<file path="config.mk">
export PLATFORM = sky130hd
export DESIGN_NAME = i2c_register_transfer_sequencer
export DESIGN_NICKNAME = d
export VERILOG_FILES = /design/src/rtl/i2crts_pkg.sv /design/src/rtl/i2c_register_transfer_sequencer.sv
export SDC_FILE = /design/constraint.sdc
export NUM_CORES = 1
export LEC_CHECK = 0
export BUFFER_PORTS_ARGS = -buffer_cell sky130_fd_sc_hd__buf_2
export CAP_MARGIN = 20
export CORE_UTILIZATION = 50
export DETAILED_ROUTE_END_ITERATION = 8
export HOLD_SLACK_MARGIN = 0.06
export PLACE_DENSITY = 0.71
export SETUP_SLACK_MARGIN = 0.2
export SLEW_MARGIN = 20
export SYNTH_ARGS = -nofsm -noshare
export SYNTH_HDL_FRONTEND = slang
export SYNTH_SLANG_ARGS = --single-unit
</file>
<file path="constraint.sdc">
create_clock -name i_clk -period 5.6 [get_ports i_clk]
set_input_delay 0.56 -clock i_clk [delete_from_list [all_inputs] [get_ports i_clk]]
set_output_delay 0.56 -clock i_clk [all_outputs]
set_load 0.01 [all_outputs]
</file>
<file path="src/rtl/i2crts_pkg.sv">
package i2crts_pkg;

    localparam int unsigned MAX_LENGTH = 255;
    localparam logic [15:0] MAX_LENGTH_W = 16'(MAX_LENGTH);

    localparam logic [7:0]  RETRY_LIMIT_RST = 8'd1;
    localparam logic [15:0] WAIT_LIMIT_RST  = 16'd1000;

    typedef enum logic [1:0] {
        KIND_START  = 2'd0,
        KIND_STATUS = 2'd1,
        KIND_WDATA  = 2'd2,
        KIND_TICK   = 2'd3
    } t_kind;

    typedef enum logic [2:0] {
        ACT_NONE  = 3'd0,
        ACT_START = 3'd1,
        ACT_SEND  = 3'd2,
        ACT_RXACK = 3'd3,
        ACT_RXNAK = 3'd4,
        ACT_STOP  = 3'd5
    } t_action;

    localparam logic [3:0] ST_START      = 4'd0;
    localparam logic [3:0] ST_REP_START  = 4'd1;
    localparam logic [3:0] ST_WSLA_ACK   = 4'd2;
    localparam logic [3:0] ST_WSLA_NACK  = 4'd3;
    localparam logic [3:0] ST_WDATA_ACK  = 4'd4;
    localparam logic [3:0] ST_WDATA_NACK = 4'd5;
    localparam logic [3:0] ST_ARB_LOST   = 4'd6;
    localparam logic [3:0] ST_RSLA_ACK   = 4'd7;
    localparam logic [3:0] ST_RSLA_NACK  = 4'd8;
    localparam logic [3:0] ST_RDATA_ACK  = 4'd9;
    localparam logic [3:0] ST_RDATA_NACK = 4'd10;

    localparam logic CFG_RETRY_LIMIT = 1'b0;
    localparam logic CFG_WAIT_LIMIT  = 1'b1;

    typedef struct packed {
        t_action    action;
        logic [7:0] byte_out;
        logic [7:0] read_byte;
        logic       read_valid;
        logic       want_data;
        logic       done_res;
        logic       failed;
        logic [7:0] byte_count;
    } t_result;

endpackage

</file>
<file path="src/rtl/i2c_register_transfer_sequencer.sv">
// Channel     | Dir | Handshake               | Payload
// ------------+-----+-------------------------+--------------------------------------
// s_axis      | in  | i_s_axis_tvalid/tready  | tuser kind, tdata request/status/data
// m_axis      | out | o_m_axis_tvalid/tready  | tdata bus command and transfer result
// cfg         | in  | i_cfg_we                | i_cfg_idx, i_cfg_data
//
// Every input beat produces exactly one result beat, registered and shown in the cycle after the beat is taken.
// The sequencer state and the result register update in the same cycle.
// A new beat is taken each cycle while the result register is empty or being drained.
// A stall on the output holds the result and blocks input until it is taken.
// Reset clears the sequencer state and loads retry_limit 1 and wait_limit 1000.
module i2c_register_transfer_sequencer
    import i2crts_pkg::*;
(
    input  logic        i_clk,
    input  logic        i_rst_n,

    input  logic        i_s_axis_tvalid,
    output logic        o_s_axis_tready,
    // [0] is_read, [8:1] device_base, [16:9] register_address, [24:17] length,
    // [28:25] bus_status, [36:29] rx_byte, [44:37] tx_byte, [47:45] zero
    input  logic [47:0] i_s_axis_tdata,
    // [1:0] kind
    input  logic [1:0]  i_s_axis_tuser,

    output logic        o_m_axis_tvalid,
    input  logic        i_m_axis_tready,
    // [2:0] action, [10:3] byte_out, [18:11] read_byte, [19] read_valid,
    // [20] want_data, [21] done_res, [22] failed, [30:23] byte_count, [31] zero
    output logic [31:0] o_m_axis_tdata,

    input  logic        i_cfg_we,
    input  logic        i_cfg_idx,
    input  logic [15:0] i_cfg_data
);

    typedef enum logic [3:0] {
        PH_IDLE   = 4'd0,
        PH_START  = 4'd1,
        PH_WSLA   = 4'd2,
        PH_REG    = 4'd3,
        PH_WDREQ  = 4'd4,
        PH_WDATA  = 4'd5,
        PH_RSTART = 4'd6,
        PH_RSLA   = 4'd7,
        PH_RDATA  = 4'd8
    } t_phase;

    logic [7:0]  r_retry_limit;
    logic [15:0] r_wait_limit;

    t_phase      r_phase,        n_phase;
    logic        r_read_mode,    n_read_mode;
    logic [7:0]  r_device,       n_device;
    logic [7:0]  r_register,     n_register;
    logic [7:0]  r_remaining,    n_remaining;
    logic [7:0]  r_transferred,  n_transferred;
    logic [7:0]  r_retries,      n_retries;
    logic [15:0] r_wait_count,   n_wait_count;

    logic        r_out_valid;
    t_result     r_res,          n_res;

    logic        in_accept;
    logic        waiting;
    t_kind       kind;
    logic        is_read;
    logic [7:0]  device_base;
    logic [7:0]  register_address;
    logic [7:0]  length;
    logic [3:0]  bus_status;
    logic [7:0]  rx_byte;
    logic [7:0]  tx_byte;
    logic [7:0]  len_sat;
    logic [15:0] wc_inc;
    logic [7:0]  rem_dec;

    assign kind             = t_kind'(i_s_axis_tuser);
    assign is_read          = i_s_axis_tdata[0];
    assign device_base      = i_s_axis_tdata[8:1];
    assign register_address = i_s_axis_tdata[16:9];
    assign length           = i_s_axis_tdata[24:17];
    assign bus_status       = i_s_axis_tdata[28:25];
    assign rx_byte          = i_s_axis_tdata[36:29];
    assign tx_byte          = i_s_axis_tdata[44:37];

    assign o_s_axis_tready = !r_out_valid || i_m_axis_tready;
    assign in_accept       = i_s_axis_tvalid && o_s_axis_tready;
    assign waiting         = (r_phase != PH_IDLE) && (r_phase != PH_WDREQ);
    assign len_sat         = ({8'd0, length} > MAX_LENGTH_W) ? MAX_LENGTH_W[7:0] : length;
    assign wc_inc          = r_wait_count + 16'd1;
    assign rem_dec         = r_remaining - 8'd1;

    always_comb begin
        n_phase       = r_phase;
        n_read_mode   = r_read_mode;
        n_device      = r_device;
        n_register    = r_register;
        n_remaining   = r_remaining;
        n_transferred = r_transferred;
        n_retries     = r_retries;
        n_wait_count  = r_wait_count;
        n_res         = '0;
        n_res.action  = ACT_NONE;

        unique case (kind)
            KIND_START: begin
                if (r_phase == PH_IDLE) begin
                    n_read_mode   = is_read;
                    n_device      = {device_base[7:1], 1'b0};
                    n_register    = register_address;
                    n_remaining   = len_sat;
                    n_transferred = '0;
                    n_wait_count  = '0;
                    if (r_retry_limit == 8'd0) begin
                        n_res.done_res = 1'b1;
                        n_res.failed   = 1'b1;
                        n_retries      = '0;
                    end else begin
                        n_retries    = 8'd1;
                        n_res.action = ACT_START;
                        n_phase      = PH_START;
                    end
                end
            end
            KIND_STATUS: begin
                if (waiting) begin
                    n_wait_count = '0;
                    // Default for an unexpected status: stop and fail.
                    n_res.action   = ACT_STOP;
                    n_res.done_res = 1'b1;
                    n_res.failed   = 1'b1;
                    n_phase        = PH_IDLE;
                    unique case (r_phase)
                        PH_START: begin
                            if (bus_status == ST_START || bus_status == ST_REP_START) begin
                                n_res          = '0;
                                n_res.action   = ACT_SEND;
                                n_res.byte_out = r_device;
                                n_phase        = PH_WSLA;
                            end else if (bus_status == ST_ARB_LOST) begin
                                n_res        = '0;
                                n_res.action = ACT_START;
                                n_phase      = PH_START;
                            end else begin
                                n_res.action = ACT_NONE;
                            end
                        end
                        PH_WSLA: begin
                            if (bus_status == ST_WSLA_ACK) begin
                                n_res          = '0;
                                n_res.action   = ACT_SEND;
                                n_res.byte_out = r_register;
                                n_phase        = PH_REG;
                            end else if (bus_status == ST_WSLA_NACK) begin
                                if (r_retries >= r_retry_limit) begin
                                    n_res.action = ACT_NONE;
                                end else begin
                                    n_retries    = r_retries + 8'd1;
                                    n_res        = '0;
                                    n_res.action = ACT_START;
                                    n_phase      = PH_START;
                                end
                            end else if (bus_status == ST_ARB_LOST) begin
                                n_res        = '0;
                                n_res.action = ACT_START;
                                n_phase      = PH_START;
                            end
                        end
                        PH_REG: begin
                            if (bus_status == ST_WDATA_ACK) begin
                                if (r_read_mode) begin
                                    n_res        = '0;
                                    n_res.action = ACT_START;
                                    n_phase      = PH_RSTART;
                                end else if (r_remaining != 8'd0) begin
                                    n_res           = '0;
                                    n_res.action    = ACT_NONE;
                                    n_res.want_data = 1'b1;
                                    n_phase         = PH_WDREQ;
                                end else begin
                                    n_res.failed = 1'b0;
                                end
                            end else if (bus_status == ST_WDATA_NACK) begin
                                n_res.failed = 1'b0;
                            end else if (bus_status == ST_ARB_LOST) begin
                                n_res        = '0;
                                n_res.action = ACT_START;
                                n_phase      = PH_START;
                            end
                        end
                        PH_WDATA: begin
                            if (bus_status == ST_WDATA_ACK) begin
                                n_transferred = r_transferred + 8'd1;
                                n_remaining   = rem_dec;
                                if (rem_dec != 8'd0) begin
                                    n_res           = '0;
                                    n_res.action    = ACT_NONE;
                                    n_res.want_data = 1'b1;
                                    n_phase         = PH_WDREQ;
                                end else begin
                                    n_res.failed = 1'b0;
                                end
                            end
                        end
                        PH_RSTART: begin
                            if (bus_status == ST_START || bus_status == ST_REP_START) begin
                                n_res          = '0;
                                n_res.action   = ACT_SEND;
                                n_res.byte_out = {r_device[7:1], 1'b1};
                                n_phase        = PH_RSLA;
                            end else if (bus_status == ST_ARB_LOST) begin
                                n_res        = '0;
                                n_res.action = ACT_START;
                                n_phase      = PH_START;
                            end
                        end
                        PH_RSLA: begin
                            if (bus_status == ST_RSLA_ACK) begin
                                if (r_remaining != 8'd0) begin
                                    n_res        = '0;
                                    n_res.action = (r_remaining == 8'd1) ? ACT_RXNAK
                                                                         : ACT_RXACK;
                                    n_phase      = PH_RDATA;
                                end else begin
                                    n_res.failed = 1'b0;
                                end
                            end else if (bus_status == ST_RSLA_NACK) begin
                                n_res.failed = 1'b0;
                            end else if (bus_status == ST_ARB_LOST) begin
                                n_res        = '0;
                                n_res.action = ACT_START;
                                n_phase      = PH_START;
                            end
                        end
                        PH_RDATA: begin
                            if (bus_status == ST_RDATA_ACK || bus_status == ST_RDATA_NACK) begin
                                n_transferred = r_transferred + 8'd1;
                                n_remaining   = (bus_status == ST_RDATA_NACK) ? 8'd0 : rem_dec;
                                if (bus_status != ST_RDATA_NACK && rem_dec != 8'd0) begin
                                    n_res        = '0;
                                    n_res.action = (rem_dec == 8'd1) ? ACT_RXNAK : ACT_RXACK;
                                    n_phase      = PH_RDATA;
                                end else begin
                                    n_res.failed = 1'b0;
                                end
                                n_res.read_byte  = rx_byte;
                                n_res.read_valid = 1'b1;
                            end
                        end
                        default: begin
                            n_phase = r_phase;
                        end
                    endcase
                end
            end
            KIND_WDATA: begin
                if (r_phase == PH_WDREQ) begin
                    n_res.action   = ACT_SEND;
                    n_res.byte_out = tx_byte;
                    n_phase        = PH_WDATA;
                    n_wait_count   = '0;
                end
            end
            KIND_TICK: begin
                if (waiting) begin
                    if (wc_inc >= r_wait_limit || wc_inc == 16'd0) begin
                        n_res.done_res = 1'b1;
                        n_res.failed   = 1'b1;
                        n_phase        = PH_IDLE;
                        n_wait_count   = '0;
                    end else begin
                        n_wait_count = wc_inc;
                    end
                end
            end
            default: begin
                n_phase = r_phase;
            end
        endcase

        n_res.byte_count = n_transferred;
    end

    always_ff @(posedge i_clk) begin
        if (!i_rst_n) begin
            r_retry_limit <= RETRY_LIMIT_RST;
            r_wait_limit  <= WAIT_LIMIT_RST;
        end else if (i_cfg_we) begin
            unique case (i_cfg_idx)
                CFG_RETRY_LIMIT: r_retry_limit <= i_cfg_data[7:0];
                CFG_WAIT_LIMIT:  r_wait_limit  <= i_cfg_data;
                default:         r_wait_limit  <= r_wait_limit;
            endcase
        end
    end

    always_ff @(posedge i_clk) begin
        if (!i_rst_n) begin
            r_phase       <= PH_IDLE;
            r_read_mode   <= 1'b0;
            r_device      <= '0;
            r_register    <= '0;
            r_remaining   <= '0;
            r_transferred <= '0;
            r_retries     <= '0;
            r_wait_count  <= '0;
            r_out_valid   <= 1'b0;
        end else begin
            if (in_accept) begin
                r_phase       <= n_phase;
                r_read_mode   <= n_read_mode;
                r_device      <= n_device;
                r_register    <= n_register;
                r_remaining   <= n_remaining;
                r_transferred <= n_transferred;
                r_retries     <= n_retries;
                r_wait_count  <= n_wait_count;
                r_out_valid   <= 1'b1;
            end else if (i_m_axis_tready) begin
                r_out_valid   <= 1'b0;
            end
        end
    end

    always_ff @(posedge i_clk) begin
        if (in_accept) begin
            r_res <= n_res;
        end
    end

    assign o_m_axis_tvalid = r_out_valid;
    assign o_m_axis_tdata  = {1'b0, r_res.byte_count, r_res.failed, r_res.done_res,
                              r_res.want_data, r_res.read_valid, r_res.read_byte,
                              r_res.byte_out, r_res.action};

`ifndef SYNTH
    a_done_goes_idle: assert property (@(posedge i_clk) disable iff (!i_rst_n)
        in_accept && n_res.done_res |=> r_phase == PH_IDLE)
        else $error("finished transfer did not return to idle");

    a_fail_with_done: assert property (@(posedge i_clk) disable iff (!i_rst_n)
        r_out_valid && r_res.failed |-> r_res.done_res)
        else $error("failure flagged without transfer end");

    a_want_data_phase: assert property (@(posedge i_clk) disable iff (!i_rst_n)
        in_accept && n_res.want_data |=> r_phase == PH_WDREQ)
        else $error("data request issued outside write data wait");

    a_read_from_rdata: assert property (@(posedge i_clk) disable iff (!i_rst_n)
        in_accept && n_res.read_valid |-> r_phase == PH_RDATA)
        else $error("read byte delivered outside read data phase");
`endif

endmodule

</file>
Word-level counts from Yosys, hierarchy flattened
Index checks and enable logic that the tools add are counted.
{"block": "classes", "mux": 92, "multipliers": 0, "n_reduce_logical": 26, "shift": 0, "n_div": 0, "n_lt_le_gt_ge": 2, "addsub": 4, "bitwise_logic": 1, "n_eq_ne": 39}
{"cell": "$mux W31", "n": 10}
{"cell": "$pmux W31 S7", "n": 1}
{"cell": "$mux W8", "n": 17}
{"cell": "$mux W22", "n": 6}
{"cell": "$pmux W8 S2", "n": 6}
{"cell": "$mux W16", "n": 5}
{"cell": "$mux W4", "n": 16}
{"cell": "$pmux W16 S4", "n": 1}
{"cell": "$eq A4 B3 Y1 const B", "n": 8}
{"cell": "$mux W10", "n": 3}
{"cell": "$mux W30", "n": 1}
{"cell": "$pmux W4 S7", "n": 1}
{"cell": "$mux W3", "n": 6}
{"cell": "$ne A2 B2 Y1 const B", "n": 9}
{"cell": "$add A16 B1 Y16 const B", "n": 1}
{"cell": "$add A8 B1 Y8 const B", "n": 2}
{"cell": "$eq A4 B2 Y1 const B", "n": 4}
{"cell": "$eq A4 B4 Y1 const B", "n": 4}
{"cell": "$eq A8 B1 Y1 const B", "n": 2}
{"cell": "$ge A16 B16 Y1", "n": 1}
{"cell": "$logic_not A16 Y1", "n": 1}
{"cell": "$pmux W4 S4", "n": 1}
{"cell": "$reduce_and A8 Y1", "n": 2}
{"cell": "$reduce_bool A8 Y1", "n": 2}
{"cell": "28 further kinds", "n": 54}
{"block": "totals", "mem_count": 0, "mem_bits_rw": 0, "latch_bits": 0, "ff_bits": 116, "output_inout_bits": 34, "word_cells": 183, "rom_bits": 0}

Longest topological paths before layout
Gate-level depths: netlist (run 1).
{"block": "depth", "ltp_word": 8, "ltp_mapped": 16}

Worst setup path before layout (run 1)
Ideal clock, no wire load.
{"block": "synth_path", "kind": "register to register", "from": "reg r_wait_count[0]", "to": "reg r_phase[0]", "stages_incl_launch_ff": 16, "slack_ns": 2.517, "arrival_ns": 3.011, "required_time_ns": 5.528, "cell_sequence": "dfxtp_1 > buf_2 > and3_1 > clkbuf_1 > nand2_1 > nor3_1 > nand3_1 > xnor2_1 > ha_1 > a21oi_1 > o21ai_0 > a211oi_1 > nor2_1 > a41o_1 > o21ai_1 > mux2i_1"}
{"block": "synth_between", "elab_chain_len": 5, "elab_cells_between_ends": 6, "cone_classes": "add/sub (1); order compare (1); eq/ne (1); reduce/logical (3)"}
{"element": "from (decl)", "line": "i2c_register_transfer_sequencer.sv:59", "text": "logic [15:0] r_wait_count, n_wait_count;"}
{"element": "from (signal assigned)", "line": "i2c_register_transfer_sequencer.sv:318", "text": "r_wait_count <= n_wait_count;"}
{"element": "$add A16 B1 Y16 (*)", "line": "i2c_register_transfer_sequencer.sv:91", "text": "assign wc_inc = r_wait_count + 16'd1;"}
{"element": "$ge A16 B16 Y1 or $logic_not A16 Y1 (tied branches)", "line": "i2c_register_transfer_sequencer.sv:267", "text": "if (wc_inc >= r_wait_limit || wc_inc == 16'd0) begin"}
{"element": "$logic_or A1 B1 Y1 (*)", "line": "i2c_register_transfer_sequencer.sv:267"}
{"element": "$ne A2 B2 Y1 (no line) (*)"}
{"element": "$reduce_and A8 Y1 (no line) (*)"}
{"element": "to (signal assigned)", "line": "i2c_register_transfer_sequencer.sv:311", "text": "r_phase <= n_phase;"}
{"element": "to (decl)", "line": "i2c_register_transfer_sequencer.sv:52", "text": "t_phase r_phase, n_phase;"}
Every way passes the cells marked *; elsewhere a longest branch is shown, timed or not.
A chain may end at the register's enable or synchronous reset.

Worst setup path after layout (run 1)
{"block": "layout_path", "from": "reg r_wait_count[0]", "to": "reg r_wait_count[13]"}
{"block": "layout_between", "elab_chain_len": 6, "elab_cells_between_ends": 7, "cone_classes": "add/sub (1); order compare (1); mux (3); reduce/logical (2)"}
{"element": "$add A16 B1 Y16 (*)", "line": "i2c_register_transfer_sequencer.sv:91"}
{"element": "$ge A16 B16 Y1 or $logic_not A16 Y1 (tied branches)", "line": "i2c_register_transfer_sequencer.sv:267"}
{"element": "$logic_or A1 B1 Y1", "line": "i2c_register_transfer_sequencer.sv:267"}
{"element": "$mux W16 (*)", "line": "i2c_register_transfer_sequencer.sv:267"}
{"element": "$mux W16 (*)", "line": "i2c_register_transfer_sequencer.sv:266", "text": "if (waiting) begin"}
{"element": "$pmux W16 S4 (*)", "line": "i2c_register_transfer_sequencer.sv:106", "text": "unique case (kind)"}
Every way passes the cells marked *; elsewhere a longest branch is shown, timed or not. The select of a mux whose other input is x is not followed.

==> qor.yml, run 1 <==
hp-class: "input port to register"
clk_latency_ns: 0.42
fmax_mhz: 259
grt_pass1_vias: 6002
setup_tns_ns: 0
drv_slew: 0
cts_hold_buf: 0
worstPathArrival_ns: 4.23
seq_area_frac_synth_pct: 36.9
syn_area_mm2: 0.00713
grt_pass1_wl_mm: 29.4
die_w_um: 121
final_core_util_pct: 59.4
skew_ns: 0.00716
grt_max_degree: 44
ctsResizeCount: 0
drive_gt1_share_pct: 16.5
synth_flop_cell: "dfxtp_1"
tightest_slew_ns: 1.18
p_total_uw: 2240
async_flop_share_pct: 0
grt_overflow: 0
synth_edf_count: 31
cts_made_buffers: 17
drt_iter0_markers: 519
synth_area_leader_cell: "dfxtp_1"
viasPerCell: 5.85
timing_hold_violations_final: 0
drc: 0
layout_setup_ws_ns: 1.74
n_antenna_cell: 0
num_vias: 6627
cp-end-kind: "register"
critical_path_class: "register to register"
io_pins: 106
cts.sink_count: 116
slowest_stage: "dfxtp_1"
netlist_top_cells_area: "dfxtp_1 24%, edfxtp_1 13%, nand2_1 7.3%, ha_1 6.7%, a21oi_1 4.8%"
power_density_mw_per_mm2: 271
first_pass_iters: 6
required_ns: 5.96
dp_hpwl_mm: 12.4
ys_types: 79
dieArea_mm2: 0.0147
relSlewSlack_pct: 21.1
min_period_over_period_pct: 69.0
start_util_pct: 51.3
clock-root-buffer: "clkbuf_16"
seqCellArea_mm2: 0.00263
cts_tree: "done"
wl_per_cell_um: 15.7
leakagePower_uw: 0.00324
path_cells: "ha_1 > and4_1 > and3_1 > and3_1 > xor2_1 > ha_1 > nand2_1 > o21ai_0 > a211oi_1 > nor2_1 > a211oi_1 > buf_4 > and2_1 > a22o_1"
core_mm2: 0.0139
period_needed_ns: 3.86
ant_nets: 0
dp_worst_setup_slack_ns: 1.90
path_max_fanout: 12
antenna_found_initial: 0
syn2layout_area_growth_pct: 15.7
ys_warn_count: 0
cp-start-kind: "register"
status: "complete, no violations"
syn_area_per_cell_um2: 8.21
synth_top_cell_area_share_pct: 23.9
ys_ff_latch: 116
syn-instance-count: 868
track_usage_pct: 25.3
critPathMaxStageDelay_ns: 0.61
finalSetupViolCount: 0
routabilityCongestion: 0.941
cp_num_buf_inv: 1
h-tree-depth: 4
yosysMostFrequentCell: "nand2_1"
grt_setup_unrepaired: "no"
multiInputGateArea_mm2: 0.00410
chipHeight_um: 121
drv_cap: 0
post_cts_buffers: 0
port_buffers: 100
fin_nets: 1049
clockBufferDepth: 2
nFillCells: 1268
ir_worst_vdd_v: 0.000188
syn-num-nets: 978
routed_wl_mm: 17.8
rows: 43
clk_pin_slew_worst_paths_ns: 0.05
crit_family: "simple AND/OR/NAND/NOR gates"
synth_common_cells: "138 x nand2_1, 85 x dfxtp_1, 69 x a21oi_1"
## registers in the layout, summed over array words and instances (netlist names), 7 cells and up
| signal | flops |
|---|---|
| r_retries | 8 |
| r_register | 8 |
| r_wait_count | 16 |
| r_transferred | 8 |
| r_device | 7 |
| r_remaining | 8 |
| r_retry_limit | 8 |
| o_m_axis_tdata | 31 |
| r_wait_limit | 16 |
## worst paths after layout
path / from / to / slack [ns] / depth (start not counted)
worst max-delay path: r_wait_count[0] / r_wait_count[13] / 1.74 / 14
worst min-delay path: i_cfg_data[8] / r_wait_limit[8] / 0.37 / 3
worst max register to register: r_wait_count[0] / r_wait_count[13] / 1.74 / 14
worst min register to register: r_wait_limit[11] / r_wait_limit[11] / 0.45 / 2
## worst reg2reg max path, cell delays in order, from the launching register on
cell and delay [ns]:
dfxtp_1 0.61, ha_1 0.38, and4_1 0.41, and3_1 0.29, and3_1 0.19, xor2_1 0.20
ha_1 0.27, nand2_1 0.06, o21ai_0 0.10, a211oi_1 0.22, nor2_1 0.12, a211oi_1 0.19
buf_4 0.21, and2_1 0.36, a22o_1 0.19
## stage by stage
stage,hold slack [ns],instances,cell area [um2]
6_report,0.367,1132,8250
5_1_grt,0.369,1132,8250
4_1_cts,0.355,1132,8240
3_5_place_dp,0.447,1100,7650
3_3_place_gp,0.443,1100,7650
2_1_floorplan,0.436,868,7130
## final cells by class
type	count	area share (%)
repair buffers	106	6.62
multi-input cells	658	49.7
well taps	180	2.73
clock inverters	14	1.96
clock buffers	18	5.20
inverters	40	1.85
flip-flops and latches	116	31.9
## where the power goes
| part | internal (uW) | switching [uW] | total (uW) |
|---|---|---|---|
| Combinational | 91.0 | 145 | 236 |
| Sequential | 893 | 21.2 | 915 |
| Clock | 694 | 392 | 1090 |
## per-layer routing
| metal | track usage [%] | vias to the layer above | wire, um |
|---|---|---|---|
| li1 | - | 3279 | - |
| met1 | 35.4 | 3049 | 8310 |
| met2 | 37.7 | 265 | 7820 |
| met3 | 4.56 | 34 | 1290 |
| met4 | 11.0 | 0 | 360 |
| met5 | 0 | - | 0 |
## kinds of logic (layout without fill, tap and decap cells)
logic type | after synthesis | after routing | synth area share, %
buffers and inverters | 94 | 178 | 5.55
xor gates and xnor gates | 21 | 21 | 2.58
adders and majority gates | 38 | 38 | 6.67
AOI/OAI and AO/OA | 227 | 227 | 21.2
DFF | 116 | 116 | 36.9
other | 1 | 1 | 0.0526
and+or+nand+nor | 358 | 358 | 25.2
muxes | 13 | 13 | 1.83
## placed cells by master (no fill, tap or decap), types with 5 or more instances in the layout
master	Yosys	final
a22o_1	8	8
nor3b_1	6	6
a31oi_1	15	15
a211oi_1	13	13
a2111oi_0	5	5
buf_4	2	6
a21oi_1	69	69
nand3b_1	5	5
nand2b_1	11	11
buf_2	13	100
xor2_1	5	5
ha_1	38	38
nand3_1	24	24
clkbuf_16	0	17
o31ai_1	7	7
edfxtp_1	31	31
a22oi_1	12	12
inv_1	37	37
nor3_1	22	22
nand2_1	138	138
o21ai_0	43	42
mux2i_1	13	13
or4_1	6	6
xnor2_1	16	16
and3_1	11	11
dfxtp_1	85	85
clkinvlp_4	0	5
nand4_1	11	11
nor2b_1	12	12
o211ai_1	10	10
and2_1	20	21
nor2_1	55	54
or3_1	7	7
nor4_1	8	8
Note: power is estimated with default switching activity, not from simulation.
==> run 2: changes to the inputs <==
--- a/config.mk
+++ b/config.mk
@@ -5,12 +5,13 @@
 export SDC_FILE = /design/constraint.sdc
 export NUM_CORES = 1
 export LEC_CHECK = 0
+export ABC_AREA = 1
 export BUFFER_PORTS_ARGS = -buffer_cell sky130_fd_sc_hd__buf_2
 export CAP_MARGIN = 20
 export CORE_UTILIZATION = 50
 export DETAILED_ROUTE_END_ITERATION = 8
 export HOLD_SLACK_MARGIN = 0.06
-export PLACE_DENSITY = 0.71
+export PLACE_DENSITY = 0.74
 export SETUP_SLACK_MARGIN = 0.2
 export SLEW_MARGIN = 20
 export SYNTH_ARGS = -nofsm -noshare
==> constraint.sdc (replaced) <==
create_clock -name i_clk -period 3.28 [get_ports i_clk]
set_input_delay 0.328 -clock i_clk [delete_from_list [all_inputs] [get_ports i_clk]]
set_output_delay 0.328 -clock i_clk [all_outputs]
set_load 0.01 [all_outputs]
==> run 2 against run 1 <==
  * Via count up 1.5%
  * Clock power up 64%
  * Design area up 2.0%
  * Sequential share of layout area down 0.58 points
  * Worst hold slack worse by 0.24 ns
  * Core utilization up 0.93 points
  * Wire length down 3.1%
  * Critical path depth up 4
  * Sequential power up 74%
  * Critical path type unchanged
  * Critical endpoint is now o_m_axis_tdata[22]
  * Largest power group unchanged
  * Highest routed layer unchanged
==> qor.yml, run 2 <==
synth_flop_cell: "dfxtp_1"
chipHeight_um: 122
setup_tns_ns: 0
seq_area_frac_synth_pct: 36.8
synth_top_cell_area_share_pct: 23.8
cts_tree: "done"
ys_warn_count: 0
cts_made_buffers: 17
routabilityCongestion: 0.970
io_pins: 106
slowest_stage: "dfxtp_1"
drt_iter0_markers: 349
synth_xor_area_share_pct: 0.858
h-tree-depth: 4
die_w_um: 122
required_ns: 3.46
path_cells: "nand2_2 > nor2_4 > nand2_2 > nor2_1 > nand2_1 > nand2_2 > inv_1 > ha_1 > a21oi_1 > o21ai_0 > a21oi_1 > nand2_1 > nor2_4 > nand2_1 > a21oi_1 > nand2_1 > nand2_1 > inv_1"
ys_types: 54
ant_nets: 0
fin_nets: 1227
relSlewSlack_pct: 50.2
p_seq_share_pct: 40.1
period_needed_ns: 2.79
synth_common_cells: "216 x nand2_1, 144 x nor2_1, 124 x inv_1"
status: "complete, no violations"
first_pass_iters: 6
synth_top_family_by_area: "simple AND/OR/NAND/NOR gates"
path_max_fanout: 5
syn-instance-count: 1014
dp_hpwl_mm: 12.6
critical_path_class: "register to register"
rows: 43
drive_gt1_share_pct: 19.2
hp-class: "input port to register"
synth_edf_count: 31
start_util_pct: 51.3
track_usage_pct: 24.6
drv_slew: 0
timing_hold_violations_final: 0
internal_power_uw: 2890
cp-end-kind: "register"
skew_ns: 0.0133
clock-root-buffer: "clkbuf_16"
port_buffers: 100
layout_commonest_cell: "nand2_1"
synth_compound_area_share_pct: 16.2
grt_pass1_vias: 6272
clk_pin_slew_worst_paths_ns: 0.06
p_comb_share_pct: 14.8
syn2layout_area_growth_pct: 17.6
min_period_over_period_pct: 85.0
synthAdderAreaFrac_pct: 6.65
cp_num_buf_inv: 2
num_vias: 6727
cts_hold_buf: 0
grt_setup_unrepaired: "no"
tightest_slew_ns: 0.745
leakagePower_uw: 0.00384
viasPerCell: 5.14
async_flop_share_pct: 0
placed_cell_area_mm2: 0.00782
netlist_top_cells_area: "dfxtp_1 24%, edfxtp_1 13%, nand2_1 11%, nor2_1 7.6%, ha_1 6.7%"
syn_area_mm2: 0.00715
dieArea_mm2: 0.0148
synth_area_leader_cell: "dfxtp_1"
largest_register_ffs: 31
yosysMostFrequentCell: "nand2_1"
drc: 0
p_switching_uw: 1080
ir_worst_vdd_v: 0.000380
layout_common_cells: "216 x nand2_1, 141 x nor2_1, 124 x inv_1"
drv_cap: 0
antenna_found_initial: 0
finalSetupViolCount: 0
core_mm2: 0.0139
grt_max_degree: 53
routed_wl_mm: 17.2
grt_overflow: 0
critPathMaxStageDelay_ns: 0.44
wl_per_cell_um: 13.1
clockBufferDepth: 2
ys_ff_latch: 116
cts.sink_count: 116
cp-start-kind: "register"
worstPathArrival_ns: 2.97
fmax_mhz: 359
yosys.area_share.simple_pct: 30.2
syn_area_per_cell_um2: 7.05
stdcell_area_mm2: 0.00841
grt_pass1_wl_mm: 28.6
n_antenna_cell: 0
power_density_mw_per_mm2: 473
clk_latency_ns: 0.42
muxShareOfSynthArea_pct: 0
sw_frac_of_total_pct: 27.3
cp_common_cell: "nand2_1"
pwr-share-clk_pct: 45.1
syn-num-nets: 1124
crit_family: "simple AND/OR/NAND/NOR gates"
==> run 2: cell types whose count changed after synthesis, sizes merged, moves of 13 or more <==
cell / change
a31oi: -13
and2: -22
clkbuf: -17
inv: +94
mux2i: -13
nand2: +107
nand3: +31
nor2: +102
nor3: -14
o21ai: +37
xnor2: -13
==> run 2: stage by stage <==
stage / hold WS [ns] / instances / power [uW] / worst slack [ns] / util [%]
6_report: 0.128 / 1310 / 3980 / 0.493 / 60.3
3_5_place_dp: 0.456 / 1278 / 2200 / 0.372 / 56.1
3_3_place_gp: 0.453 / 1278 / 2190 / 0.396 / 56.1
4_1_cts: 0.126 / 1310 / 4000 / 0.303 / 60.2
2_1_floorplan: 0.435 / 1014 / 2030 / 0.696 / -
5_1_grt: 0.140 / 1310 / 4160 / 0.217 / 60.3
==> run 2: final timing paths <==
kind / start / end / slack [ns] / depth (start not counted)
setup / recovery: r_wait_count[2] / o_m_axis_tdata[22] / 0.49 / 18
hold / removal: i_cfg_data[0] / r_retry_limit[0] / 0.13 / 3
setup reg to reg: r_wait_count[2] / o_m_axis_tdata[22] / 0.49 / 18
hold reg to reg: r_wait_limit[1] / r_wait_limit[1] / 0.46 / 2
==> run 2: power groups by stage <==
stage,sequential [uW],combinational (uW),clock (uW)
floorplan,1630,404,0
global placement,1620,576,0
detailed placement,1620,581,0
CTS,1590,588,1820
global route,1600,669,1890
finish,1590,590,1790
==> run 2: repair_timing <==
action,4_1_cts,5_1_grt
resized for setup,0,6
endpoints found under the setup margin,0,21
buffers inserted,0,0
==> run 2: cell families after synthesis <==
kind of cell / after synthesis
AO/OA/AOI/OAI: 202
flip-flops: 116
other: 1
AND/OR/NAND/NOR: 486
buffers and inverters: 164
XOR/XNOR: 7
adder cells (fa/ha/maj): 38
==> run 2: area by class of cell <==
class,count,area [um2]
Fill cell,1290,5530
Timing Repair Buffer,111,583
Tap cell,180,225
Clock inverter,8,72.6
Multi-Input combinational cell,734,3870
Sequential cell,116,2640
Clock buffer,24,503
Inverter,137,518
==> run 2: layer usage <==
layer  global-route usage (%)  wire length [um]  up-vias
met5                        0                 0        -
met3                     4.82               880       23
met4                     9.72               336        0
met1                     30.5              7840     3020
li1                         -                 -     3512
met2                     41.7              8160      172
==> run 2: worst reg2reg max path, delay by kind of cell, from the launching register on <==
kind,cells,cell delay [ns]
DFF,1,0.44
buffers and inverters,2,0.08
AOI/OAI and AO/OA,4,0.59
adders and majority gates,1,0.29
and+or+nand+nor,11,1.15
